==> src/vhd_pkg.sv <==
// Shared types, constants and the arctangent table for the vector heading core.
// Used by every module of the block; depends on nothing.
`default_nettype none
package vhd_pkg;

  localparam int DEF_COORD_WIDTH  = 16;
  localparam int DEF_CORDIC_STEPS = 16;
  localparam int TABLE_LEN        = 32;
  localparam int GUARD_SHIFT      = 16;
  // Angle accumulator in degrees * 2^16; about +/-190 degrees fits easily.
  localparam int ZW               = 26;
  localparam int HEADING_W        = 16;
  localparam int OUT_SHIFT        = 9;
  localparam int FULL_TURN        = 46080;
  localparam int QUARTER_TURN     = 90 * (2 ** GUARD_SHIFT);
  localparam int ROUND_HALF       = 2 ** (OUT_SHIFT - 1);

  typedef struct packed {
    logic valid;
    logic zero;
  } vhd_ctl_t;

  // atan(2^-i) in degrees * 2^16, rounded
  function automatic int atan_deg(input int i);
    int val;
    case (i)
      0:  val = 2949120;
      1:  val = 1740967;
      2:  val = 919879;
      3:  val = 466945;
      4:  val = 234379;
      5:  val = 117304;
      6:  val = 58666;
      7:  val = 29335;
      8:  val = 14668;
      9:  val = 7334;
      10: val = 3667;
      11: val = 1833;
      12: val = 917;
      13: val = 458;
      14: val = 229;
      15: val = 115;
      16: val = 57;
      17: val = 29;
      18: val = 14;
      19: val = 7;
      20: val = 4;
      21: val = 2;
      22: val = 1;
      default: val = 0;
    endcase
    return val;
  endfunction

endpackage
`default_nettype wire

==> src/vhd_cell.sv <==
// One CORDIC vectoring cell: a single micro-rotation toward the x axis.
// Depends on vhd_pkg for the angle table and control struct.
`default_nettype none
module vhd_cell #(
  parameter int XW  = vhd_pkg::DEF_COORD_WIDTH + vhd_pkg::GUARD_SHIFT + 3,
  parameter int IDX = 0
) (
  input  wire                                clk,
  input  wire                                rst,
  input  wire                                en,
  input  vhd_pkg::vhd_ctl_t                  ctl_in,
  input  wire  signed [XW-1:0]               x_in,
  input  wire  signed [XW-1:0]               y_in,
  input  wire  signed [vhd_pkg::ZW-1:0]      z_in,
  output vhd_pkg::vhd_ctl_t                  ctl_out,
  output logic signed [XW-1:0]               x_out,
  output logic signed [XW-1:0]               y_out,
  output logic signed [vhd_pkg::ZW-1:0]      z_out
);
  import vhd_pkg::*;

  localparam logic signed [ZW-1:0] ANGLE = ZW'(atan_deg(IDX));

  logic signed [XW-1:0] x_sh;
  logic signed [XW-1:0] y_sh;
  logic                 rot_down;

  assign x_sh     = x_in >>> IDX;
  assign y_sh     = y_in >>> IDX;
  assign rot_down = y_in > 0;

  always_ff @(posedge clk) begin
    if (rst) begin
      ctl_out.valid <= 1'b0;
    end else if (en) begin
      ctl_out.valid <= ctl_in.valid;
    end
    if (en) begin
      ctl_out.zero <= ctl_in.zero;
      if (rot_down) begin
        x_out <= x_in + y_sh;
        y_out <= y_in - x_sh;
        z_out <= z_in + ANGLE;
      end else begin
        x_out <= x_in - y_sh;
        y_out <= y_in + x_sh;
        z_out <= z_in - ANGLE;
      end
    end
  end

endmodule
`default_nettype wire

==> config.mk <==
export PLATFORM = sky130hd
export DESIGN_NAME = vhd_cell
export DESIGN_NICKNAME = d
export VERILOG_FILES = /design/src/vhd_pkg.sv /design/src/vhd_cell.sv
export SDC_FILE = /design/constraint.sdc
export NUM_CORES = 1
export LEC_CHECK = 0
export ABC_AREA = 1
export BUFFER_PORTS_ARGS = -buffer_cell sky130_fd_sc_hd__buf_2
export CORE_MARGIN = 2
export CORE_UTILIZATION = 53
export CTS_CLUSTER_SIZE = 14
export DETAILED_ROUTE_END_ITERATION = 12
export PLACE_DENSITY = 0.79
export SLEW_MARGIN = 10
export SYNTH_ARGS = -nofsm -noshare
export SYNTH_HDL_FRONTEND = slang
export SYNTH_SLANG_ARGS = --single-unit
==> constraint.sdc <==
create_clock -name clk -period 2.35 [get_ports clk]
set_input_delay 0.3525 -clock clk [delete_from_list [all_inputs] [get_ports clk]]
set_output_delay 0.3525 -clock clk [all_outputs]
set_load 0.02 [all_outputs]
==> flow_summary_export.csv <==
group,metric,value,unit
sta,postLayoutSetupSlackWorst,-0.0862,ns
critical_path,setup.worst_path.start_class,"input pin",
outcome,violations_in_the_final_reports,"setup timing",
global_route,total_global_routing_track_utilization,38.5,%
detailed_routing,drtIter0Drc,1527,
synthesis,avgSynthCellArea,6.71,sq um
placement,placement.io_buffers,198,
pwr,p_total,7.62,mW
critical_path,worst_ep_arrival_time,2.54,ns
cells_and_area,layout-drive-gt1-share,30.8,%
critical_path,timing.critical_path.from,"y_in[27]",
clock_tree,clock_tree.buffer_depth,2,
critical_path,r2r-end,"ctl_out[1]",
critical_path,cp-end-kind,"flop",
synthesis,synthesis.nets,1895,
sta,timing.final.setup_violations,8,
pwr,cellPowerDensity,496,mW/mm^2
detailed_routing,wl,44.1,mm
floorplan,design.portCount,199,
sta,period_needed,2.44,ns
cells_and_area,total_non_filler_cell_area_in_the_finished_layout,0.0154,sq mm
critical_path,critPathMaxStageDelay,0.22,ns
sta,worst_hold_slack,0.145,ns
detailed_routing,drc_errors,0,
sta,final_min_period_over_clock_period,104,%
floorplan,initial_core_util,53.8,%
floorplan,placement_rows,53,
run,cap_viol_max_count,0,
critical_path,critical_path.slowest_cell,"sky130_fd_sc_hd__nor3_4",
clock_tree,cts-htree-levels,3,
floorplan,core-area,0.0210,sq mm
floorplan,die-area,0.0225,sq mm
synthesis,synth.top_cells.by_area,"sky130_fd_sc_hd__edfxtp_1 26%, sky130_fd_sc_hd__nand2_1 16%, sky130_fd_sc_hd__ha_1 12%",
critical_path,r2r-start,"ctl_out[1]",
critical_path,crit_path_max_fanout,5,
synthesis,synth_seq_cells,97,
clock_tree,tritoncts.num_buffers,9,
clock_tree,cts_sinks,97,
clock_tree,clock_latency,0.35,ns
critical_path,crit_required,2.45,ns
global_route,maximum_number_of_pins_on_one_net_before_global_route_repair,72,
detailed_routing,drt.antenna.violating_nets,0,
outcome,status,"finished with violations",
sta,final_hold_viol_count,0,
placement,post-dp-hpwl,36.9,mm
detailed_routing,drt_first_pass_iters,7,
synthesis,yosys.area.top_type,"sky130_fd_sc_hd__edfxtp_1",
detailed_routing,wl_per_cell,17.9,um
critical_path,timing.reg2reg.worst_path_depth,2,
detailed_routing,viasPerCell,5.45,
worst_hold_path,worst_hold_path_type,"input pin to flop",
critical_path,critical_path_class,"input pin to flop",
synthesis,yosysWarnings,0,
cells_and_area,design.final.nets,2390,
cells_and_area,final-instance-count-excl-fill,2455,
detailed_routing,via_count,13389,
placement,final_weighted_congestion_in_routability_driven_placement,1.05,
global_route,grt_overflow,0,
sta,max_slew_margin,47.3,%
critical_path,worst-r2r-setup-slack,1.78,ns
worst_hold_path,hold_start,"rst",
critical_path,worst-path-buf-inv,6,
synthesis,yosysUniqueCellTypes,45,
global_route,grt_pass1_wl,66.1,mm
clock_tree,tritoncts_clock_tree,"done",
sta,rsz0062_at_grt,"yes",
synthesis,post_synth_most_frequent_cells,"489 x sky130_fd_sc_hd__nand2_1, 259 x sky130_fd_sc_hd__inv_1, 149 x sky130_fd_sc_hd__nand3_1, 122 x sky130_fd_sc_hd__a21oi_1, 110 x sky130_fd_sc_hd__ha_1",
pwr,power.ir.vdd_worst,0.354,mV
clock_tree,clockRootBuffer,"sky130_fd_sc_hd__clkbuf_16",
global_route,grt_antenna_before_repair,0,
sta,worst_clock_skew,0,ns
synthesis,syn_inst,1680,
critical_path,worst_path_dominant_cell_family,"simple AND/OR/NAND/NOR gates",
cells_and_area,area_growth,36.3,%
synthesis,synth_edf_count,96,
cells_and_area,layout.filler_cells,1699,
critical_path,timing.critical_path.depth,15,
floorplan,die-height,150,um
pwr,cellLeakagePower,8.21,nW
critical_path,cp_cell_sequence,"buf_2 > inv_1 > nand4_1 > nor3_4 > nand4_1 > buf_4 > nand2_4 > buf_4 > buf_6 > ha_4 > nand2_1 > inv_1 > nand4_1 > o211ai_1 > xor2_1",
floorplan,die_w,150,um
placement,dpl-instance-area,0.0148,sq mm
clock_tree,cts_hold_repair.buffers,0,
sta,tightest_slew,0.790,ns
cells_and_area,antenna_cells,0,
synthesis,yosysMostFrequentCell,"sky130_fd_sc_hd__nand2_1",
critical_path,worst_path_most_repeated_cell,"sky130_fd_sc_hd__nand4_1",
synthesis,flip_flop_cell_with_the_highest_count_after_synthesis,"sky130_fd_sc_hd__edfxtp_1",
synthesis,async_flop_share,0,%
synthesis,post_synth_instance_area,0.0113,sq mm
sta,drv_slew,0,
placement,dp_slack,-0.507,ns
synthesis,post-synth-top-area-fraction,25.6,%
placement,dp_cells,2436,
synthesis,sequential_cell_area_fraction_in_the_yosys_report,25.7,%
clock_tree,path_clk_slew,0.08,ns
global_route,first_global_vias,12661,
worst_hold_path,hold_crit_endpoint,"ctl_out[1]",
worst_hold_path,timing.hold.worst_path_depth,2,
sta,max_freq,410,MHz
[layout by cell type (no fill, tap or decap), types with 7 or more instances in the layout]
cell,instances
sky130_fd_sc_hd__a21oi_1,115
sky130_fd_sc_hd__a21oi_2,9
sky130_fd_sc_hd__buf_2,193
sky130_fd_sc_hd__buf_4,326
sky130_fd_sc_hd__clkbuf_16,9
sky130_fd_sc_hd__edfxtp_1,96
sky130_fd_sc_hd__ha_1,94
sky130_fd_sc_hd__ha_2,10
sky130_fd_sc_hd__inv_1,249
sky130_fd_sc_hd__inv_2,22
sky130_fd_sc_hd__nand2_1,484
sky130_fd_sc_hd__nand2_2,14
sky130_fd_sc_hd__nand2_4,9
sky130_fd_sc_hd__nand3_1,149
sky130_fd_sc_hd__nand3_2,7
sky130_fd_sc_hd__nand4_1,21
sky130_fd_sc_hd__nor2_1,104
sky130_fd_sc_hd__nor2_2,23
sky130_fd_sc_hd__nor3_1,9
sky130_fd_sc_hd__o21ai_0,86
sky130_fd_sc_hd__o21ai_1,8
sky130_fd_sc_hd__o21bai_1,19
sky130_fd_sc_hd__xor2_1,44
[area by class of cell]
cell class                 instances  area (sq um)  share of cell area, %
sequential                        97          2900                   18.9
inverter                         272          1030                   6.67
timing repair buffer             530          3590                   23.3
clock inverter                     7          81.3                  0.529
multi-input combinational       1265          7210                   46.9
tap                              275           344                   2.24
clock buffer                       9           225                   1.46
[worst max path at each step]
stage,slack [ns],endpoint
2_1_floorplan,0.01,z_out[23]
3_5_place_dp,-0.51,z_out[21]
6_report,-0.09,z_out[24]
3_3_place_gp,-0.50,z_out[23]
4_1_cts,-0.0008,z_out[23]
5_1_grt,-0.20,z_out[25]
[routing by layer]
layer	track usage [%]	up-vias	part of all wire, %
met5	0	-	0
met1	54.1	6089	43
met4	13.3	0	3.9
met3	6.28	115	11
li1	-	6389	-
met2	59.8	796	42
[kinds of logic (layout without fill, tap and decap cells)]
kind of cell,count (synthesis),count (layout),share of synthesized area [%]
AND/OR/NAND/NOR,849,849,33.1
buffers and inverters,318,818,12.4
AO/OA/AOI/OAI,254,254,12.1
adder cells (fa/ha/maj),114,114,12.9
flip-flops,97,97,25.7
XOR/XNOR,47,47,3.65
multiplexers,1,1,0.0887
[through the flow]
stage | util [%] | TNS, ns
after global placement | 70.8 | -17.73
after detailed placement | 70.8 | -18.82
after CTS | 72.6 | -0.000787
after global routing | 73.4 | -1.24
after floorplan | - | 0
final | 73.4 | -0.376
[state kept, by name (all words and copies together) (netlist names)]
signal   flops
ctl_out      2
z_out       26
x_out       35
y_out       34
[report_power, final]
part           switching, mW  internal (mW)  leakage (nW)
Combinational           2.33           1.50          7.11
Sequential            0.0655           2.20         0.946
Clock                  0.767          0.761         0.150
[what timing repair did]
item,4_1_cts,5_1_grt
buffers inserted,1,3
pin swaps,9,18
gates resized for setup,19,43
setup endpoints to repair,7,53
No activity file was read; power rests on OpenSTA's default activity.
