==> src/vhd_pkg.sv <==
// Shared types, constants and the arctangent table for the vector heading core.
// Used by every module of the block; depends on nothing.
`default_nettype none
package vhd_pkg;

  localparam int DEF_COORD_WIDTH  = 16;
  localparam int DEF_CORDIC_STEPS = 16;
  localparam int TABLE_LEN        = 32;
  localparam int GUARD_SHIFT      = 16;
  // Angle accumulator in degrees * 2^16; about +/-190 degrees fits easily.
  localparam int ZW               = 26;
  localparam int HEADING_W        = 16;
  localparam int OUT_SHIFT        = 9;
  localparam int FULL_TURN        = 46080;
  localparam int QUARTER_TURN     = 90 * (2 ** GUARD_SHIFT);
  localparam int ROUND_HALF       = 2 ** (OUT_SHIFT - 1);

  typedef struct packed {
    logic valid;
    logic zero;
  } vhd_ctl_t;

  // atan(2^-i) in degrees * 2^16, rounded
  function automatic int atan_deg(input int i);
    int val;
    case (i)
      0:  val = 2949120;
      1:  val = 1740967;
      2:  val = 919879;
      3:  val = 466945;
      4:  val = 234379;
      5:  val = 117304;
      6:  val = 58666;
      7:  val = 29335;
      8:  val = 14668;
      9:  val = 7334;
      10: val = 3667;
      11: val = 1833;
      12: val = 917;
      13: val = 458;
      14: val = 229;
      15: val = 115;
      16: val = 57;
      17: val = 29;
      18: val = 14;
      19: val = 7;
      20: val = 4;
      21: val = 2;
      22: val = 1;
      default: val = 0;
    endcase
    return val;
  endfunction

endpackage
`default_nettype wire

==> src/vhd_post.sv <==
// Output stage: adds the 90 degree offset, rounds to 1/128 degree, wraps to [0, 360).
// Depends on vhd_pkg.
`default_nettype none
module vhd_post (
  input  wire                                clk,
  input  wire                                rst,
  input  wire                                en,
  input  vhd_pkg::vhd_ctl_t                  ctl_in,
  input  wire  signed [vhd_pkg::ZW-1:0]      z_in,
  output logic                               valid_out,
  output logic [vhd_pkg::HEADING_W-1:0]      heading
);
  import vhd_pkg::*;

  localparam int QW = ZW - OUT_SHIFT;
  localparam logic signed [ZW-1:0] OFFSET = ZW'(QUARTER_TURN + ROUND_HALF);
  localparam logic signed [QW-1:0] TURN   = QW'(FULL_TURN);

  logic signed [ZW-1:0] r_sum;
  logic signed [QW-1:0] q_val;
  logic signed [QW-1:0] q_wrap;

  // a zero vector has no direction: take its angle as zero
  assign r_sum  = (ctl_in.zero ? '0 : z_in) + OFFSET;
  assign q_val  = r_sum[ZW-1:OUT_SHIFT];
  assign q_wrap = (q_val < 0) ? q_val + TURN : q_val;

  always_ff @(posedge clk) begin
    if (rst) begin
      valid_out <= 1'b0;
    end else if (en) begin
      valid_out <= ctl_in.valid;
    end
  end

  always_ff @(posedge clk) begin
    if (en) begin
      heading <= q_wrap[HEADING_W-1:0];
    end
  end

endmodule
`default_nettype wire

==> config.mk <==
export PLATFORM = sky130hd
export DESIGN_NAME = vhd_post
export DESIGN_NICKNAME = d
export VERILOG_FILES = /design/src/vhd_pkg.sv /design/src/vhd_post.sv
export SDC_FILE = /design/constraint.sdc
export NUM_CORES = 1
export LEC_CHECK = 0
export CAP_MARGIN = 0
export CORE_ASPECT_RATIO = 0.7
export CORE_MARGIN = 10
export CORE_UTILIZATION = 60
export DETAILED_ROUTE_END_ITERATION = 10
export DONT_BUFFER_PORTS = 1
export PLACE_DENSITY_LB_ADDON = 0.25
export SKIP_LAST_GASP = 1
export SYNTH_ARGS = -nofsm -noshare
export SYNTH_HDL_FRONTEND = slang
export SYNTH_SLANG_ARGS = --single-unit
==> constraint.sdc <==
create_clock -name clk -period 3.05 [get_ports clk]
set_input_delay 0.305 -clock clk [delete_from_list [all_inputs] [get_ports clk]]
set_output_delay 0.305 -clock clk [all_outputs]
set_load 0.05 [all_outputs]
==> run metrics, run 1 <==
Max Root-Sink Buffers 2; average wire per cell in the routed design a little under 20 um; period utilisation layout 69.1%; share of async-settable or async-resettable flops after synthesis 0%; Net Sw Power 0.196 mW; Syn Nets 144; max-slew violation count 0; portion of the post-synthesis area used by sequential elements ~44%; setup TNS 0 ns; clock root buffer clkbuf_4; Horiz. Die Dim 71.8 um; number of global-route vias before repair around 850; final layout net count around 150; Antenna Diode Count 0; startpoint type of the worst setup path input port; global routing usage summed across all routing layers 12.9%; data arrival time of the worst path around 2.2 ns; count of cells resized by post-cts repair 0; final weighted congestion of routability-driven global placement around 0.8; area taken by flip-flops and latches between 500 and 600 um2; Final Hold Fails 0; number of hold buffers added after CTS 0; drt via density roughly 6; area share of the largest cell type after synthesis 42.7%; clock sink count 17; level count of the clock H-tree 1; number of design-rule violations left by the first detailed-router iteration 28; post-detail-place hpwl between 2 and 2.5 mm; top post-synthesis cells by area edfxtp_1 (43%), xor2_1 (7.8%), xnor2_1 (7.0%); Buffers on Ports 0; average size of a mapped cell just over 10 um2; pin slew with the least headroom to its limit a little over 0.5 ns; P_leak between 0.4 and 0.5 nW; number of instances in the synthesized netlist 112; Peak supply drop about 250 uV; number of design rule violations left after detail routing 0; combined area of the multi-input logic cells 599 um2; fraction of power consumed by the clock network 21.2%; buffer count from post-CTS setup fixing 0; share of post-route cells with drive strength above 1 around 8%; highest cell delay on the worst timing path around 0.37 ns; Detailed Routing Iterations Pass 1 4; starting utilization of the core area 61.8%; number of enable flip-flop cells after synthesis 16; clock tree from TritonCTS yes; final wirelength approximately 2.6 mm; Synth-to-Final Area Change 3.22%; dominant cell type by area after synthesis edfxtp_1; utilization after layout a little under two thirds; share of total power in sequential cells 66.6%; CP dominant cell by count nor2b_1; number of antenna violations at the first check in global routing 0; grt ovf 0; warning count from the yosys run 0; power consumption between 0.5 and 0.6 mW; fraction of power consumed by combinational cells between 10% and 20%; highest-count cells in the layout ignoring fill and taps edfxtp_1 (16), nor2_1 (11), nand2_1 (11), xor2_1 (10), xnor2_1 (9); critical path fanouts, max 6; count of distinct cell types in the synthesized netlist 35; Fin Clk Skew 0 ns; Worst Path Required slightly above 3 ns; Post-synth top flop edfxtp_1; power per cell area between 400 and 500 nW/um2; Int Power approximately 0.37 mW; Worst-path clk slew roughly 0.10 ns; RSZ-0062 raised after global routing false; source-to-sink clock delay at the later pin of the worst-skew pair about 0.29 ns; maximum number of pins on one net before global-route repair 25; number of storage elements in the synthesis netlist 17; first-pass GRT wire length ~4.3 mm; max-slew headroom at the worst pin about two thirds; max capacitance violation total 0; number of placement rows 13; number of antenna-violating nets in the routed design 0; count of fill cells added during filler insertion between 150 and 200; worst min-delay path class input port to flop; switching fraction of total power around a third; number of clock buffers inserted by TritonCTS 3; number of vias in the routed layout 833; crit path time final ~2.1 ns; kind of end point of the critical path flop; Worst Path Class, Setup input port to flop; Die Y around 56 um; Critical Path, Cell by Cell nor2b_1, ha_1, nor2b_1, and4_4, or3b_1, o211ai_2, and4b_1, o31ai_2, xnor2_1; core region area between 1500 and 2000 um2; overall die area 4040 um2; count of pins on the block boundary between 40 and 50; Max Freq between 0.4 and 0.5 GHz; setup-violating endpoint count in the final report 0; most common cell after layout, fill and taps aside edfxtp_1; status finished clean; cell type of the slowest stage on the worst timing path or3b_1; post-synth design cell area around 1100 um2
==> kinds of logic after synthesis <==
group / Yosys count / share of synthesized area, %
compound gates: 19 / 12.0
xor+xnor: 19 / 14.8
fa+ha+maj: 1 / 1.11
buf+inv: 5 / 2.33
flops: 17 / 44.4
mux: 1 / 0.889
simple gates: 50 / 24.4
==> path summary, 6_finish.rpt <==
check | start | endpoint | slack, ns | depth (start not counted)
min | rst | valid_out | 0.07 | 1
max | z_in[9] | heading[15] | 0.94 | 9
max reg2reg | valid_out | valid_out | 2.10 | 2
min reg2reg | valid_out | valid_out | 0.78 | 2
==> flip-flops by register name (all words and copies together), names as in the netlist <==
signal and cells:
valid_out 1, heading 16
==> stage by stage <==
stage	std cells	hold slack [ns]	setup slack, ns	instance area (um2)
2_1_floorplan	112	0.377	0.387	1130
3_3_place_gp	131	0.379	0.714	1130
3_5_place_dp	131	0.384	0.658	1130
4_1_cts	135	0.0632	0.955	1160
5_1_grt	135	0.0481	0.802	1160
6_report	135	0.0717	0.942	1160
==> worst max-delay path: cells and delay by family <==
kind            cells  cell delay [ns]
simple gates        5             1.16
xor+xnor            1             0.09
compound gates      2             0.30
fa+ha+maj           1             0.29
==> layout make-up <==
cell class	instances	share of cell area [%]
multi-input combinational	90	51.6
sequential	17	43.1
tap	22	2.37
clock buffer	3	1.94
inverter	2	0.646
clock inverter	1	0.431
==> cells in the mapped netlist, types with 3 or more instances <==
master,count
nand2_1,11
nor2_1,11
edfxtp_1,16
nand3_1,4
xor2_1,10
o21ai_1,4
nor3_1,3
a21oi_1,4
xnor2_1,9
nor2b_1,7
==> power groups by stage <==
stage,combinational (mW),sequential [mW],clock [mW]
2_1_floorplan,0.0601,0.376,0
3_3_place_gp,0.0636,0.380,0
6_report,0.0683,0.375,0.119
5_1_grt,0.0757,0.377,0.138
4_1_cts,0.0676,0.376,0.125
3_5_place_dp,0.0673,0.382,0
==> layer usage <==
layer  wire [um]  up-vias  part of all wire [%]  GRT usage [%]
met5           0        -                     0              0
met4           0        0                     0           2.48
met3         209        0                   7.9           5.53
met2        1290       33                    49           20.7
met1        1130      390                    43           15.6
li1            -      410                     -              -
Power figures use the tool's default switching activity.
==> run 2, diff against run 1 <==
--- a/config.mk
+++ b/config.mk
@@ -8,7 +8,7 @@
 export CAP_MARGIN = 0
 export CORE_ASPECT_RATIO = 0.7
 export CORE_MARGIN = 10
-export CORE_UTILIZATION = 60
+export CORE_UTILIZATION = 55
 export DETAILED_ROUTE_END_ITERATION = 10
 export DONT_BUFFER_PORTS = 1
 export PLACE_DENSITY_LB_ADDON = 0.25
==> constraint.sdc (replaced) <==
create_clock -name clk -period 1.9 [get_ports clk]
set_input_delay 0.19 -clock clk [delete_from_list [all_inputs] [get_ports clk]]
set_output_delay 0.19 -clock clk [all_outputs]
set_load 0.05 [all_outputs]
==> run 2 against run 1 <==
  * Highest routed layer is now met4
  * Die area rose by 6.2%
  * Largest power group unchanged
  * Global-route usage is 1.0 points lower
  * Hold slack got worse by 0.024 ns
  * Cell area up 11%
  * Utilization increased by 4.2 points
  * Final cell count increased by 10%
==> run metrics, run 2 (same netlist as run 1, synthesis figures left out) <==
status finished clean; Final Hold Fails 0; critical path fanouts, max 3; Non-Filler Instances about 150; share of post-route cells with drive strength above 1 18.9%; data arrival time of the worst path 1.84 ns; max-slew headroom at the worst pin between 50% and 60%; highest-count cells in the layout ignoring fill and taps edfxtp_1 (16), nor2_1 (11), nand2_1 (11), buf_4 (11), xor2_1 (10); final weighted congestion of routability-driven global placement 0.783; most utilized layer in the global route result met2; number of design-rule violations left by the first detailed-router iteration 36; number of design rule violations left after detail routing 0; post-placement cell count 142; Int Power approximately 0.61 mW; pin slew with the least headroom to its limit 0.613 ns; first-pass GRT wire length 3.99 mm; Synth-to-Final Area Change 14.9%; drt via density about 6; met2 Use GR between 10% and 20%; met3 track utilization from global routing roughly 4.3%; Max Root-Sink Buffers 2; Horiz. Die Dim roughly 74 um; Max Freq about 0.56 GHz; Net Sw Power roughly 0.33 mW; startpoint type of the worst setup path input port; kind of end point of the critical path flop; fraction of met1 tracks used by global routing 14.5%; Worst Path Required 1.96 ns; Worst Hold Path Cells 2; number of clock buffers inserted by TritonCTS 3; share of total power in sequential cells 63.8%; flip-flop count of the largest register, all copies and words added 16; maximum number of pins on one net before global-route repair 25; worst-case register-to-register setup slack around 0.96 ns; fraction of power consumed by combinational cells 15.1%; starting utilization of the core area between 50% and 60%; crit path time final about 1.8 ns; average wire per cell in the routed design 18.2 um; source-to-sink clock delay at the later pin of the worst-skew pair between 0.2 and 0.3 ns; clock sink count 17; Fin Clk Skew 0 ns; Detailed Routing Iterations Pass 1 4; max-slew violation count 0; worst min-delay path class input port to flop; core region area roughly 1900 um2; worst reg-to-reg path cell count 2; HP Start ctl_in[1]; overall die area about 4300 um2; global routing usage summed across all routing layers roughly an eighth; Worst Path Class, Setup input port to flop; reg2reg start valid_out; setup-violating endpoint count in the final report 0; fraction of power consumed by the clock network roughly a fifth; Buffers on Ports 0; number of global-route vias before repair between 800 and 900; count of pins on the block boundary 48; RSZ-0062 raised after global routing false; post-detail-place hpwl 2.06 mm; Worst-path clk slew around 0.11 ns; Antenna Diode Count 0; Regs by FF count heading: 16 flops, valid_out: 1 flops; Die Y about 58 um; number of antenna-violating nets in the routed design 0; Peak supply drop around 500 uV; level count of the clock H-tree 1; largest reg by FF count heading; max capacitance violation total 0; clock tree from TritonCTS yes; P_leak approximately 0.48 nW; Worst Hold Margin ~0.047 ns; power consumption about 0.94 mW; grt ovf 0; Final Worst Setup Slack ~0.13 ns; Worst Hold End valid_out; switching fraction of total power 35.3%; Worst setup startpoint z_in[8]; buffer count from post-CTS setup fixing 0; final wirelength ~2.7 mm; number of antenna violations at the first check in global routing 0; final layout net count 160; number of placement rows 13; clock root buffer clkbuf_4; period utilisation layout between 90 and 100%; most common cell after layout, fill and taps aside edfxtp_1; number of vias in the routed layout just under 900; power per cell area ~730 nW/um2; FF-to-FF End valid_out; utilization after layout approximately two thirds; worst setup timing slack at the placement stage -0.194 ns
## run 2: final cells by class
cell class,count,area [um2]
multi-input combinational,90,618
fill,146,609
sequential,17,500
timing repair buffer,14,113
tap,22,27.5
clock buffer,3,22.5
inverter,2,7.51
clock inverter,1,5.00
## run 2: layer usage
metal | share of wire [%] | vias up | wire length [um]
met2 | 46 | 35 | 1260
met1 | 45 | 416 | 1220
met3 | 7.7 | 2 | 208
li1 | - | 440 | -
met5 | 0 | - | 0
met4 | 0.99 | 0 | 27
## run 2: power by group through the flow
stage	Sequential (mW)	Clock (mW)	Combinational [mW]
2_1_floorplan	0.603	0	0.109
3_3_place_gp	0.610	0	0.125
3_5_place_dp	0.611	0	0.130
4_1_cts	0.602	0.199	0.142
5_1_grt	0.604	0.210	0.155
6_report	0.599	0.198	0.142
## run 2: how the worst max path moves through the flow
stage	endpoint	depth (start not counted)
after global placement	heading[15]	9
after detailed placement	heading[15]	9
after CTS	heading[15]	9
final	heading[15]	9
after floorplan	heading[15]	11
after global routing	heading[15]	9
## run 2: through the flow
stage	setup TNS, ns	instance area, um2
CTS	0	1290
global route	0	1290
floorplan	-1.25	1180
detailed placement	-0.419	1240
global placement	-0.340	1240
finish	0	1290
## run 2: critical path, stage by stage
cell	delay (ns)
nor2b_1	0.12
ha_2	0.19
nor2b_1	0.14
and4_4	0.24
or3b_1	0.36
o211ai_2	0.08
and4b_1	0.23
o31ai_2	0.20
xnor2_1	0.08
## run 2: what timing repair did
action / CTS / global route
hold buffers: 3 / 0
hold endpoints to repair: 13 / 0
setup endpoints to repair: 0 / 0
gates resized for setup: 0 / 0
