**src/vhd_pkg.sv**
```systemverilog
// Shared types, constants and the arctangent table for the vector heading core.
// Used by every module of the block; depends on nothing.
`default_nettype none
package vhd_pkg;

  localparam int DEF_COORD_WIDTH  = 16;
  localparam int DEF_CORDIC_STEPS = 16;
  localparam int TABLE_LEN        = 32;
  localparam int GUARD_SHIFT      = 16;
  // Angle accumulator in degrees * 2^16; about +/-190 degrees fits easily.
  localparam int ZW               = 26;
  localparam int HEADING_W        = 16;
  localparam int OUT_SHIFT        = 9;
  localparam int FULL_TURN        = 46080;
  localparam int QUARTER_TURN     = 90 * (2 ** GUARD_SHIFT);
  localparam int ROUND_HALF       = 2 ** (OUT_SHIFT - 1);

  typedef struct packed {
    logic valid;
    logic zero;
  } vhd_ctl_t;

  // atan(2^-i) in degrees * 2^16, rounded
  function automatic int atan_deg(input int i);
    int val;
    case (i)
      0:  val = 2949120;
      1:  val = 1740967;
      2:  val = 919879;
      3:  val = 466945;
      4:  val = 234379;
      5:  val = 117304;
      6:  val = 58666;
      7:  val = 29335;
      8:  val = 14668;
      9:  val = 7334;
      10: val = 3667;
      11: val = 1833;
      12: val = 917;
      13: val = 458;
      14: val = 229;
      15: val = 115;
      16: val = 57;
      17: val = 29;
      18: val = 14;
      19: val = 7;
      20: val = 4;
      21: val = 2;
      22: val = 1;
      default: val = 0;
    endcase
    return val;
  endfunction

endpackage
`default_nettype wire

```
**src/vhd_prerot.sv**
```systemverilog
// Entry stage: scales the coordinates, folds the left half plane onto the right.
// Depends on vhd_pkg.
`default_nettype none
module vhd_prerot #(
  parameter int COORD_WIDTH = vhd_pkg::DEF_COORD_WIDTH,
  parameter int XW          = vhd_pkg::DEF_COORD_WIDTH + vhd_pkg::GUARD_SHIFT + 3
) (
  input  wire                                clk,
  input  wire                                rst,
  input  wire                                en,
  input  wire                                valid_in,
  input  wire  signed [COORD_WIDTH-1:0]      x_coord,
  input  wire  signed [COORD_WIDTH-1:0]      y_coord,
  output vhd_pkg::vhd_ctl_t                  ctl_out,
  output logic signed [XW-1:0]               x_out,
  output logic signed [XW-1:0]               y_out,
  output logic signed [vhd_pkg::ZW-1:0]      z_out
);
  import vhd_pkg::*;

  localparam logic signed [ZW-1:0] QUARTER = ZW'(QUARTER_TURN);

  logic signed [XW-1:0] x_ext;
  logic signed [XW-1:0] y_ext;
  logic signed [XW-1:0] x_next;
  logic signed [XW-1:0] y_next;
  logic signed [ZW-1:0] z_next;

  assign x_ext = XW'(x_coord) <<< GUARD_SHIFT;
  assign y_ext = XW'(y_coord) <<< GUARD_SHIFT;

  always_comb begin
    x_next = x_ext;
    y_next = y_ext;
    z_next = '0;
    if (x_coord < 0) begin
      if (y_coord >= 0) begin
        x_next = y_ext;
        y_next = -x_ext;
        z_next = QUARTER;
      end else begin
        x_next = -y_ext;
        y_next = x_ext;
        z_next = -QUARTER;
      end
    end
  end

  always_ff @(posedge clk) begin
    if (rst) begin
      ctl_out.valid <= 1'b0;
    end else if (en) begin
      ctl_out.valid <= valid_in;
    end
    if (en) begin
      ctl_out.zero <= (x_coord == '0) && (y_coord == '0);
      x_out        <= x_next;
      y_out        <= y_next;
      z_out        <= z_next;
    end
  end

endmodule
`default_nettype wire

```
**config.mk**
```make
export PLATFORM = sky130hd
export DESIGN_NAME = vhd_prerot
export DESIGN_NICKNAME = d
export VERILOG_FILES = /design/src/vhd_pkg.sv /design/src/vhd_prerot.sv
export SDC_FILE = /design/constraint.sdc
export NUM_CORES = 1
export LEC_CHECK = 0
export ABC_AREA = 1
export BUFFER_PORTS_ARGS = -buffer_cell sky130_fd_sc_hd__buf_2
export CORE_MARGIN = 5
export CORE_UTILIZATION = 35
export CTS_BUF_LIST = sky130_fd_sc_hd__clkbuf_8
export DETAILED_ROUTE_END_ITERATION = 8
export SLEW_MARGIN = 15
export SYNTH_ARGS = -nofsm -noshare
export SYNTH_HDL_FRONTEND = slang
export SYNTH_SLANG_ARGS = --single-unit
```
**constraint.sdc**
```tcl
create_clock -name clk -period 2.45 [get_ports clk]
set_input_delay 0.1225 -clock clk [delete_from_list [all_inputs] [get_ports clk]]
set_output_delay 0.1225 -clock clk [all_outputs]
set_load 0.05 [all_outputs]
```
==> out/summary.txt, run 1 <==
DR DRC count: 0
met2 wire length: 3220 um
CTS sink cnt: 43
hpwl dp: 5590 um
Max FO, Critical Path: 5
initial antenna violation count: 0
wire length of the first global-routing pass: 11000 um
Seq cells post-synth: 43
peak supply drop: 0.000204 V
layout cells sized above 1: 25.7%
Core Util, Final: 41.0%
vias in the first global route: 2248
clk_skew: 0 ps
sequential area share after synthesis: 43.8%
status: complete, no violations
Worst Path Required: 2510 ps
critical path launch point type: input port
vias per cell: 4.52
CTS tree: yes
most common cell after layout, fill and taps aside: buf_2
commonest cells after routing, fill and taps aside: 84 x buf_2, 71 x nand2_1, 52 x conb_1, 42 x edfxtp_1, 37 x inv_1
share of the synthesized area in the top cell type: 43.1%
Syn Inst Count: 344
IO buf count: 84
PD cells: 681 mW/mm^2
pin count of the biggest net entering global routing: 44
Crit Path Class: in -> reg
cts bufs inserted: 5
Tmin final: 1300 ps
nets@finish: 461
Place WS: 836 ps
Slew Viols, Final: 0
# Max-Cap Violations: 0
Routability Congestion: 0.872
Worst Tran Pin Value: 596 ps
WL met3: 829 um
die height: 101 um
drt pass-1 iters: 4
Clock transition at path regs: 90 ps
CTS Root Cell: clkbuf_8
Final setup viols: 0
Setup TNS Final: 0 ps
WL per Instance: 13.6 um
slew margin rel.: 60.2%
YS warnings: 0
initial core utilization: 35.8%
Top Ports: 134
Post-synth ARST share: 0%
die area: 0.0103 mm^2
post-synthesis instance area: 0.00292 mm^2
first-iteration detailed-routing DRC count: 146
period utilisation layout: 53.2%
achievable clock frequency: 0.768 GHz
CP Capture Type: flip-flop
Longest Clk Path Bufs: 2
vias: 2392
diodes inserted: 0
Clock Latency Late Sink: 310 ps
Netlist cell types: 31
M1 wire length: 3040 um
remaining global-route overflow: 0
Tot GR Track Use: 13.7%
Lkg Pwr: 0.00160 uW
htree depth: 2
Hold Crit Class: in -> reg
Core Rows: 33
cells on worst reg2reg path: 2
synthesis-to-finish area growth: 14.8%
number of synthesized flops with an enable pin: 42
hold depth: 3
PostCTS Resize Cnt: 0
DR top layer: met4
die width: 101 um
Syn Area/Cell: 8.50 um^2
PnR worst setup slack: 1150 ps
Yosys top cell by area: edfxtp_1
RSZ-0062 raised after global routing: false
synth top area cells: edfxtp_1 43%, buf_4 15%, nand2_1 9.1%, nand3_1 5.1%, inv_1 4.6%
Antenna Nets Post-Route: 0
Placeable Area: 0.00818 mm^2
WP data arrival: 1360 ps
dominant synthesized flop cell: edfxtp_1
final hold violation count: 0
WL final: 7220 um
cell families after synthesis:
| group | count (synthesis) | synth area share (%) |
|---|---|---|
| mux | 1 | 0.342 |
| compound gates | 39 | 8.17 |
| flops | 43 | 43.8 |
| xor+xnor | 7 | 2.10 |
| simple gates | 146 | 23.4 |
| fa+ha+maj | 2 | 0.856 |
| other cells | 1 | 0.128 |
| buf+inv | 105 | 21.2 |
routing by layer:
metal | vias to the layer above | track usage [%]
li1 | 1197 | -
met1 | 1060 | 18.1
met2 | 125 | 21.5
met3 | 10 | 3.86
met4 | 0 | 4.81
met5 | - | 0
worst max-delay path, stage by stage:
cell	delay [ps]
buf_2	90
inv_1	120
ha_1	180
inv_1	50
nor2_2	130
nand2_2	110
nor3_4	230
nand2_1	120
nand2_1	70
nand2_1	40
nand2_1	50
nand2_1	40
path summary, 6_finish.rpt:
kind | start | to | slack (ps)
worst max register to register | ctl_out[1]$_SDFFE_PP0P_ | ctl_out[1]$_SDFFE_PP0P_ | 1870
worst min register to register | ctl_out[1]$_SDFFE_PP0P_ | ctl_out[1]$_SDFFE_PP0P_ | 500
worst max-delay path | x_coord[1] | y_out[26]$_DFFE_PP_ | 1150
worst min-delay path | valid_in | ctl_out[1]$_SDFFE_PP0P_ | 50
per-stage QoR:
| step | cell area, um^2 | power (uW) | hold WS (ps) | instances |
|---|---|---|---|---|
| after global routing | 3360 | 2390 | 76.1 | 529 |
| after CTS | 3360 | 2300 | 55.3 | 529 |
| after detailed placement | 3210 | 1650 | 283 | 520 |
| after floorplan | 3120 | 1560 | 195 | 395 |
| final | 3360 | 2290 | 49.0 | 529 |
| after global placement | 3210 | 1640 | 280 | 520 |
synthesized netlist by cell type, drive strengths merged (3+ instances only):
master  instances
a21oi           3
a31oi           3
buf            62
clkbuf          5
edfxtp         42
inv            38
nand2          75
nand3          32
nand4           4
nor2           27
nor3            5
o21ai          14
o21bai          4
o221ai          4
o22ai          10
xor2            7
repair_timing:
item,in CTS,in global routing
hold buffers,1,0
endpoints found under the hold margin,1,0
buffers inserted,0,0
area by class of cell:
| class | instances | area [um^2] |
|---|---|---|
| clock buffer | 5 | 68.8 |
| clock inverter | 3 | 63.8 |
| fill | 870 | 4820 |
| inverter | 38 | 143 |
| multi-input combinational | 247 | 1210 |
| sequential | 43 | 1280 |
| tap | 105 | 131 |
| timing repair buffer | 88 | 453 |
state kept, by name, indices dropped and copies added, names as in the netlist:
register	count
z_out	3
y_out	19
ctl_out	2
x_out	19
power breakdown:
part | switching (uW) | internal [uW] | leakage, uW
clock network | 252 | 403 | 0.0000695
logic | 604 | 127 | 0.00111
registers | 15.7 | 885 | 0.000417
(Power assumes the default switching activity.)
==> inputs of run 2 (changes only) <==
ABC_AREA = 0   (was 1)
clock period = 1.27 ns   (was 2.45 ns; I/O delays follow)
==> run 2 against run 1 <==
  * The flow now finishes with violations (setup timing)
  * Cell count down 8.1%
  * Global-route usage down 0.56 points
  * Critical path depth down 5
  * Clock power up 26%
  * Wire length down 10%
  * Total power up 80%
  * Die area down 6.2%
  * Synthesized area down 6.9%
  * Hold slack worse by 44 ps
  * Sequential share of layout area down 2.6 points
  * Sequential power up 93%
  * Critical path type unchanged
==> out/summary.txt, run 2 <==
status: finished, violations left (was complete, no violations)
failing checks: setup timing
Top Ports: 134 (unchanged)
mux contribution to synthesized area: 1.10% (was 0.342%)
Post CTS Setup Buffer Count: 0 (unchanged)
Synth Area in Simple Gates: 11.6% (was 23.4%)
post-synthesis compound-gate area fraction: 12.2% (was 8.17%)
Place WS: -507 ps (was 836 ps)
Yosys top cell by area: edfxtp_1 (unchanged)
Core Util, Final: 47.2% (was 41.0%)
commonest cells after routing, fill and taps aside: 79 x buf_2, 52 x conb_1, 42 x edfxtp_1, 38 x nor2_1, 34 x buf_4 (was 84 x buf_2, 71 x nand2_1, 52 x conb_1, 42 x edfxtp_1, 37 x inv_1)
CP max stage cell: or4b_4 (was nor3_4)
sequential area share after synthesis: 47.1% (was 43.8%)
Lkg Pwr: 0.00159 uW (was 0.00160 uW)
Post-Layout Cell Count: 486 (was 529)
Syn Area/Cell: 10.0 um^2 (was 8.50 um^2)
most common cell after layout, fill and taps aside: buf_2 (unchanged)
wire length of the first global-routing pass: 10300 um (was 11000 um)
drt pass-1 iters: 4 (unchanged)
CTS tree: yes (unchanged)
initial core utilization: 35.6% (was 35.8%)
initial antenna violation count: 0 (unchanged)
post-synthesis instance area: 0.00272 mm^2 (was 0.00292 mm^2)
Clock Latency Late Sink: 290 ps (was 310 ps)
FF-to-FF End: ctl_out[1]$_SDFFE_PP0P_ (unchanged)
vias per cell: 4.39 (was 4.52)
share of the synthesized area in the top cell type: 46.3% (was 43.1%)
Hold Crit Class: in -> reg (unchanged)
Crit Path Class: in -> reg (unchanged)
RSZ-0062 raised after global routing: true (was false)
synthesis-to-finish area growth: 32.4% (was 14.8%)
Final setup viols: 6 (was 0)
top cells by count, synth: 56 x buf_4, 42 x edfxtp_1, 38 x nor2_1 (was 71 x nand2_1, 59 x buf_4, 42 x edfxtp_1)
# Max-Cap Violations: 0 (unchanged)
achievable clock frequency: 0.718 GHz
CP Capture Type: flip-flop (unchanged)
cells on worst reg2reg path: 2 (unchanged)
Antenna Nets Post-Route: 0 (unchanged)
remaining global-route overflow: 0 (unchanged)
Post-synth ARST share: 0% (unchanged)
die height: 98.2 um (was 101 um)
number of synthesized flops with an enable pin: 42 (unchanged)
Tot GR Track Use: 13.1% (was 13.7%)
Worst Hold End: ctl_out[1]$_SDFFE_PP0P_ (unchanged)
DR DRC count: 0 (unchanged)
Longest Clk Path Bufs: 2 (unchanged)
largest family of logic cells by synthesized area: buffers and inverters (was simple AND/OR/NAND/NOR gates)
vias in the first global route: 2105 (was 2248)
diodes inserted: 0 (unchanged)
cts bufs inserted: 5 (unchanged)
WP buf/inv: 2 (was 3)
pin count of the biggest net entering global routing: 44 (unchanged)
WL final: 6470 um (was 7220 um)
crit-path leading delay family: simple AND/OR/NAND/NOR gates (unchanged)
Clock transition at path regs: 80 ps (was 90 ps)
HP Start: valid_in (unchanged)
Synth Area in XOR/XNOR: 8.36% (was 2.10%)
r2r setup slk: 690 ps (was 1870 ps)
Largest regs: x_out: 19 flops, y_out: 19 flops, z_out: 3 flops (unchanged)
number of fill cells: 720 (was 870)
Syn Inst Count: 271 (was 344)
layout cells sized above 1: 39.1% (was 25.7%)
area occupied by multi-input gates: 0.00125 mm^2 (was 0.00121 mm^2)
first-iteration detailed-routing DRC count: 95 (was 146)
clk_skew: 0 ps (unchanged)
PnR worst setup slack: -123 ps (was 1150 ps)
synth top area cells: edfxtp_1 46%, buf_4 15%, a21oi_1 5.9%, nor2_1 5.2%, xnor2_1 4.8% (was edfxtp_1 43%, buf_4 15%, nand2_1 9.1%, nand3_1 5.1%, inv_1 4.6%)
nets@finish: 421 (was 461)
period utilisation layout: 110%
YS warnings: 0 (unchanged)
placed insts: 477 (was 520)
Worst Path Required: 1310 ps (was 2510 ps)
Placeable Area: 0.00765 mm^2 (was 0.00818 mm^2)
crit-path cells: buf_12 -> inv_12 -> ha_4 -> or4b_4 -> o41ai_4 -> xor2_1 -> a21oi_1 (was buf_2 -> inv_1 -> ha_1 -> inv_1 -> nor2_2 -> nand2_2 -> nor3_4 -> nand2_1 -> nand2_1 -> nand2_1 -> nand2_1 -> nand2_1)
IO buf count: 84 (unchanged)
hpwl dp: 4900 um (was 5590 um)
vias: 2135 (was 2392)
Post-Synth Adder-Cell Area: 0.919% (was 0.856%)
Max FO, Critical Path: 6 (was 5)
CTS Root Cell: clkbuf_8 (unchanged)
dominant synthesized flop cell: edfxtp_1 (unchanged)
Slew Viols, Final: 0 (unchanged)
die width: 98.2 um (was 101 um)
peak supply drop: 0.000387 V (was 0.000204 V)
die area: 0.00964 mm^2 (was 0.0103 mm^2)
Tmin final: 1390 ps
Netlist cell types: 37 (was 31)
critical path launch point type: input port (unchanged)
htree depth: 2 (unchanged)
Power, Total: 4130 uW (was 2290 uW)
CTS sink cnt: 43 (unchanged)
Core Rows: 32 (was 33)
Seq cells post-synth: 43 (unchanged)
WL per Instance: 13.3 um (was 13.6 um)
WP data arrival: 1430 ps (was 1360 ps)
Routability Congestion: 0.812 (was 0.872)
final hold violation count: 0 (unchanged)
largest stage delay on the critical path: 520 ps (was 230 ps)
count leader, synth: buf_4 (was nand2_1)
Sequential Area: 0.00128 mm^2 (unchanged)
hold depth: 3 (unchanged)
Critical R2R Launch: ctl_out[1]$_SDFFE_PP0P_ (unchanged)
PD cells: 1140 mW/mm^2 (was 681 mW/mm^2)
-- run 2: changes by cell type after synthesis, moves of 4 or more --
cell      before  now
nand2_1       71    2
a21oi_1        3   32
nand3_1       30    1
inv_1         36    8
nor2_1        22   38
xnor2_1        0   15
o22ai_1       10    0
clkbuf_1       5   12
o21ai_0       12    7
nand2_2        4    0
o221ai_1       4    0
xor2_1         7   11
-- run 2: area by class of cell --
type / count / area share [%]
Sequential cell: 43 / 35.5
Clock inverter: 3 / 0.347
Multi-Input combinational cell: 201 / 34.7
Clock buffer: 5 / 1.91
Inverter: 8 / 1.32
Timing Repair Buffer: 124 / 22.6
Tap cell: 102 / 3.54
-- run 2: worst max path at each step --
stage,from,end,slack [ps],depth (start not counted)
after floorplan,y_coord[1],x_out[26]$_DFFE_PP_,-340,7
after global placement,y_coord[1],x_out[26]$_DFFE_PP_,-500,7
after detailed placement,y_coord[1],x_out[26]$_DFFE_PP_,-510,7
after CTS,y_coord[1],x_out[30]$_DFFE_PP_,-170,7
after global routing,y_coord[1],x_out[30]$_DFFE_PP_,-170,7
final,y_coord[1],x_out[30]$_DFFE_PP_,-120,7
-- run 2: cell families (layout without fill, tap and decap cells) --
family	Yosys count	in the layout
buf+inv	78	140
simple gates	64	64
compound gates	54	54
flops	43	43
xor+xnor	26	26
mux	3	3
fa+ha+maj	2	2
other cells	1	52
-- run 2: report_power, final --
group,total (uW),switching (uW),internal [uW]
sequential,1740,31.8,1710
clock,823,453,370
combinational,1560,1180,375
-- run 2: metal layers --
| metal | share of wire (%) | up-vias | routed length (um) | track usage, % |
|---|---|---|---|---|
| met3 | 11 | 7 | 743 | 4.50 |
| li1 | - | 1063 | - | - |
| met1 | 41 | 961 | 2640 | 16.4 |
| met5 | 0 | - | 0 | 0 |
| met2 | 47 | 104 | 3010 | 21.3 |
| met4 | 1.2 | 0 | 75 | 4.31 |
-- run 2: per-stage QoR --
step	hold slack (ps)	instance area (um^2)	TNS, ps
finish	4.79	3610	-382
global route	14.9	3610	-613
CTS	0.336	3560	-378
detailed placement	222	3410	-5340
global placement	221	3410	-5100
floorplan	136	3020	-1820
-- run 2: what timing repair did --
item / CTS / global route
setup endpoints to repair: 8 / 11
hold endpoints to repair: 1 / 0
resized for setup: 13 / 9
hold buffers: 1 / 0
pin swaps: 9 / 11
-- run 2: worst reg2reg max path, cell delays in order, from the launching register on --
cell and delay [ps]:
dfxtp_1 320, mux2i_1 120, nor2_1 50
==> inputs of run 3 (changes only) <==
CELL_PAD_IN_SITES_DETAIL_PLACEMENT = 0   (was not set)
CELL_PAD_IN_SITES_GLOBAL_PLACEMENT = 1   (was not set)
PLACE_DENSITY_LB_ADDON = 0.1   (was not set)
SETUP_SLACK_MARGIN = 0.3   (was not set)
clock period = 1.7 ns   (was 1.27 ns; I/O delays follow)
==> run 3 against run 2 <==
  * The run now ends clean
  * Sequential share of layout area increased by 2.5 points
  * Global-route usage grew 0.26 points
  * Via count is 4.2% lower
  * Clock skew stayed put
  * Combinational power fell by 29%
  * Die area unchanged
  * Wire length increased by 1.4%
  * Critical endpoint unchanged
  * Largest cell class unchanged
==> out/summary.txt, run 3 (synthesis gave the netlist of run 2 again) <==
Tot GR Track Use: 13.4% (was 13.1%)
Clock transition at path regs: 80 ps (about the same)
wire length of the first global-routing pass: 10300 um (about the same)
CTS tree: yes (unchanged)
Antenna Nets Post-Route: 0 (unchanged)
synthesis-to-finish area growth: 23.9% (was 32.4%)
WP data arrival: 1440 ps (was 1430 ps)
Longest Clk Path Bufs: 2 (unchanged)
PD cells: 915 mW/mm^2 (was 1140 mW/mm^2)
cells on worst reg2reg path: 2 (unchanged)
placed insts: 456 (was 477)
initial antenna violation count: 0 (unchanged)
Core Rows: 32 (unchanged)
HP Start: valid_in (unchanged)
Clock Latency Late Sink: 280 ps (was 290 ps)
layout cells sized above 1: 35.0% (was 39.1%)
Lkg Pwr: 0.00147 uW (was 0.00159 uW)
cts bufs inserted: 5 (unchanged)
DR DRC count: 0 (unchanged)
htree depth: 2 (unchanged)
hold depth: 3 (unchanged)
die height: 98.2 um (unchanged)
Hold Crit Class: in -> reg (unchanged)
Post-Layout Cell Count: 465 (was 486)
Placeable Area: 0.00765 mm^2 (unchanged)
CP Capture Type: flip-flop (unchanged)
area occupied by multi-input gates: 0.00121 mm^2 (was 0.00125 mm^2)
Routability Congestion: 0.798 (was 0.812)
RSZ-0062 raised after global routing: true (unchanged)
IO buf count: 84 (unchanged)
diodes inserted: 0 (unchanged)
number of fill cells: 762 (was 720)
initial core utilization: 35.6% (unchanged)
vias in the first global route: 1979 (was 2105)
WL final: 6560 um (was 6470 um)
first-iteration detailed-routing DRC count: 66 (was 95)
die area: 0.00964 mm^2 (unchanged)
Top Ports: 134 (unchanged)
remaining global-route overflow: 0 (unchanged)
Max FO, Critical Path: 6 (unchanged)
Power, Total: 3090 uW (was 4130 uW)
Final setup viols: 0 (was 6)
Placed Area: 0.00320 mm^2 (was 0.00341 mm^2)
status: complete, no violations (was finished, violations left)
final hold violation count: 0 (unchanged)
period utilisation layout: 82.7%
Largest regs: x_out: 19 flops, y_out: 19 flops, z_out: 3 flops (unchanged)
r2r setup slk: 1110 ps (was 690 ps)
Critical R2R Launch: ctl_out[1]$_SDFFE_PP0P_ (unchanged)
die width: 98.2 um (unchanged)
achievable clock frequency: 0.711 GHz
Worst Hold End: ctl_out[1]$_SDFFE_PP0P_ (unchanged)
CTS Root Cell: clkbuf_8 (unchanged)
Post CTS Setup Buffer Count: 0 (unchanged)
Tmin final: 1410 ps
Worst Path Required: 1740 ps (was 1310 ps)
WL per Instance: 14.1 um (was 13.3 um)
Hold WS: 39.6 ps (was 4.79 ps)
FF-to-FF End: ctl_out[1]$_SDFFE_PP0P_ (unchanged)
hpwl dp: 4890 um (was 4900 um)
final instance area: 0.00337 mm^2 (was 0.00361 mm^2)
nets@finish: 400 (was 421)
Slew Viols, Final: 0 (unchanged)
drt pass-1 iters: 4 (unchanged)
clk_skew: 0 ps (unchanged)
peak supply drop: 0.000383 V (was 0.000387 V)
pin count of the biggest net entering global routing: 47 (was 44)
Crit Path Class: in -> reg (unchanged)
# Max-Cap Violations: 0 (unchanged)
commonest cells after routing, fill and taps aside: 82 x buf_2, 52 x conb_1, 42 x edfxtp_1, 38 x nor2_1, 32 x a21oi_1 (was 79 x buf_2, 52 x conb_1, 42 x edfxtp_1, 38 x nor2_1, 34 x buf_4)
CTS sink cnt: 43 (unchanged)
most common cell after layout, fill and taps aside: buf_2 (unchanged)
vias per cell: 4.40 (was 4.39)
Sequential Area: 0.00128 mm^2 (unchanged)
vias: 2046 (was 2135)
critical path launch point type: input port (unchanged)
[run 3: cell types whose count changed in the layout (fill, tap and decap cells not counted), moves of 2 or more]
cell	delta
buf_6	-3
buf_4	-18
buf_8	-2
o21ai_0	+2
buf_2	+3
[run 3: worst max-delay path by stage]
stage | slack [ps] | to | depth (start not counted) | startpoint
4_1_cts | 300 | x_out[26]$_DFFE_PP_ | 7 | y_coord[1]
6_report | 290 | x_out[30]$_DFFE_PP_ | 7 | y_coord[1]
2_1_floorplan | 70 | x_out[26]$_DFFE_PP_ | 7 | y_coord[1]
3_5_place_dp | -90 | x_out[26]$_DFFE_PP_ | 7 | y_coord[1]
3_3_place_gp | -70 | x_out[26]$_DFFE_PP_ | 7 | y_coord[1]
5_1_grt | 230 | x_out[30]$_DFFE_PP_ | 7 | y_coord[1]
[run 3: timing repair]
action                                  4_1_cts  5_1_grt
hold buffers                                  1        0
gates resized for setup                       7        5
endpoints found under the setup margin        5        6
pin swaps                                     3        2
hold endpoints to repair                      1        0
[run 3: per-stage QoR]
| stage | TNS (ps) | worst slack (ps) | util, % |
|---|---|---|---|
| 4_1_cts | 0 | 297 | 43.6 |
| 2_1_floorplan | 0 | 72.9 | - |
| 3_3_place_gp | -246 | -70.9 | 41.9 |
| 5_1_grt | 0 | 233 | 44.1 |
| 6_report | 0 | 294 | 44.1 |
| 3_5_place_dp | -327 | -93.8 | 41.9 |
[run 3: layer usage]
metal / GRT usage, % / wire length (um)
met1: 17.6 / 2790
met4: 3.99 / 108
met3: 3.07 / 471
met5: 0 / 0
met2: 22.0 / 3190
[run 3: where the power goes]
part	leakage (uW)	total (uW)	internal, uW	switching (uW)
Clock	0.0000524	673	322	350
Sequential	0.000419	1300	1280	25.4
Combinational	0.000995	1110	239	871
[run 3: cell type report]
cell class / count / share of cell area (%)
Multi-Input combinational cell: 201 / 36.0
Tap cell: 102 / 3.78
Timing Repair Buffer: 103 / 18.1
Clock buffer: 6 / 2.45
Inverter: 8 / 1.41
Sequential cell: 43 / 38.0
Clock inverter: 2 / 0.260
[run 3: critical path: stages]
cell	delay [ps]
buf_12	110
inv_12	40
ha_4	110
or4b_4	520
o41ai_4	320
xor2_1	170
a21oi_1	80
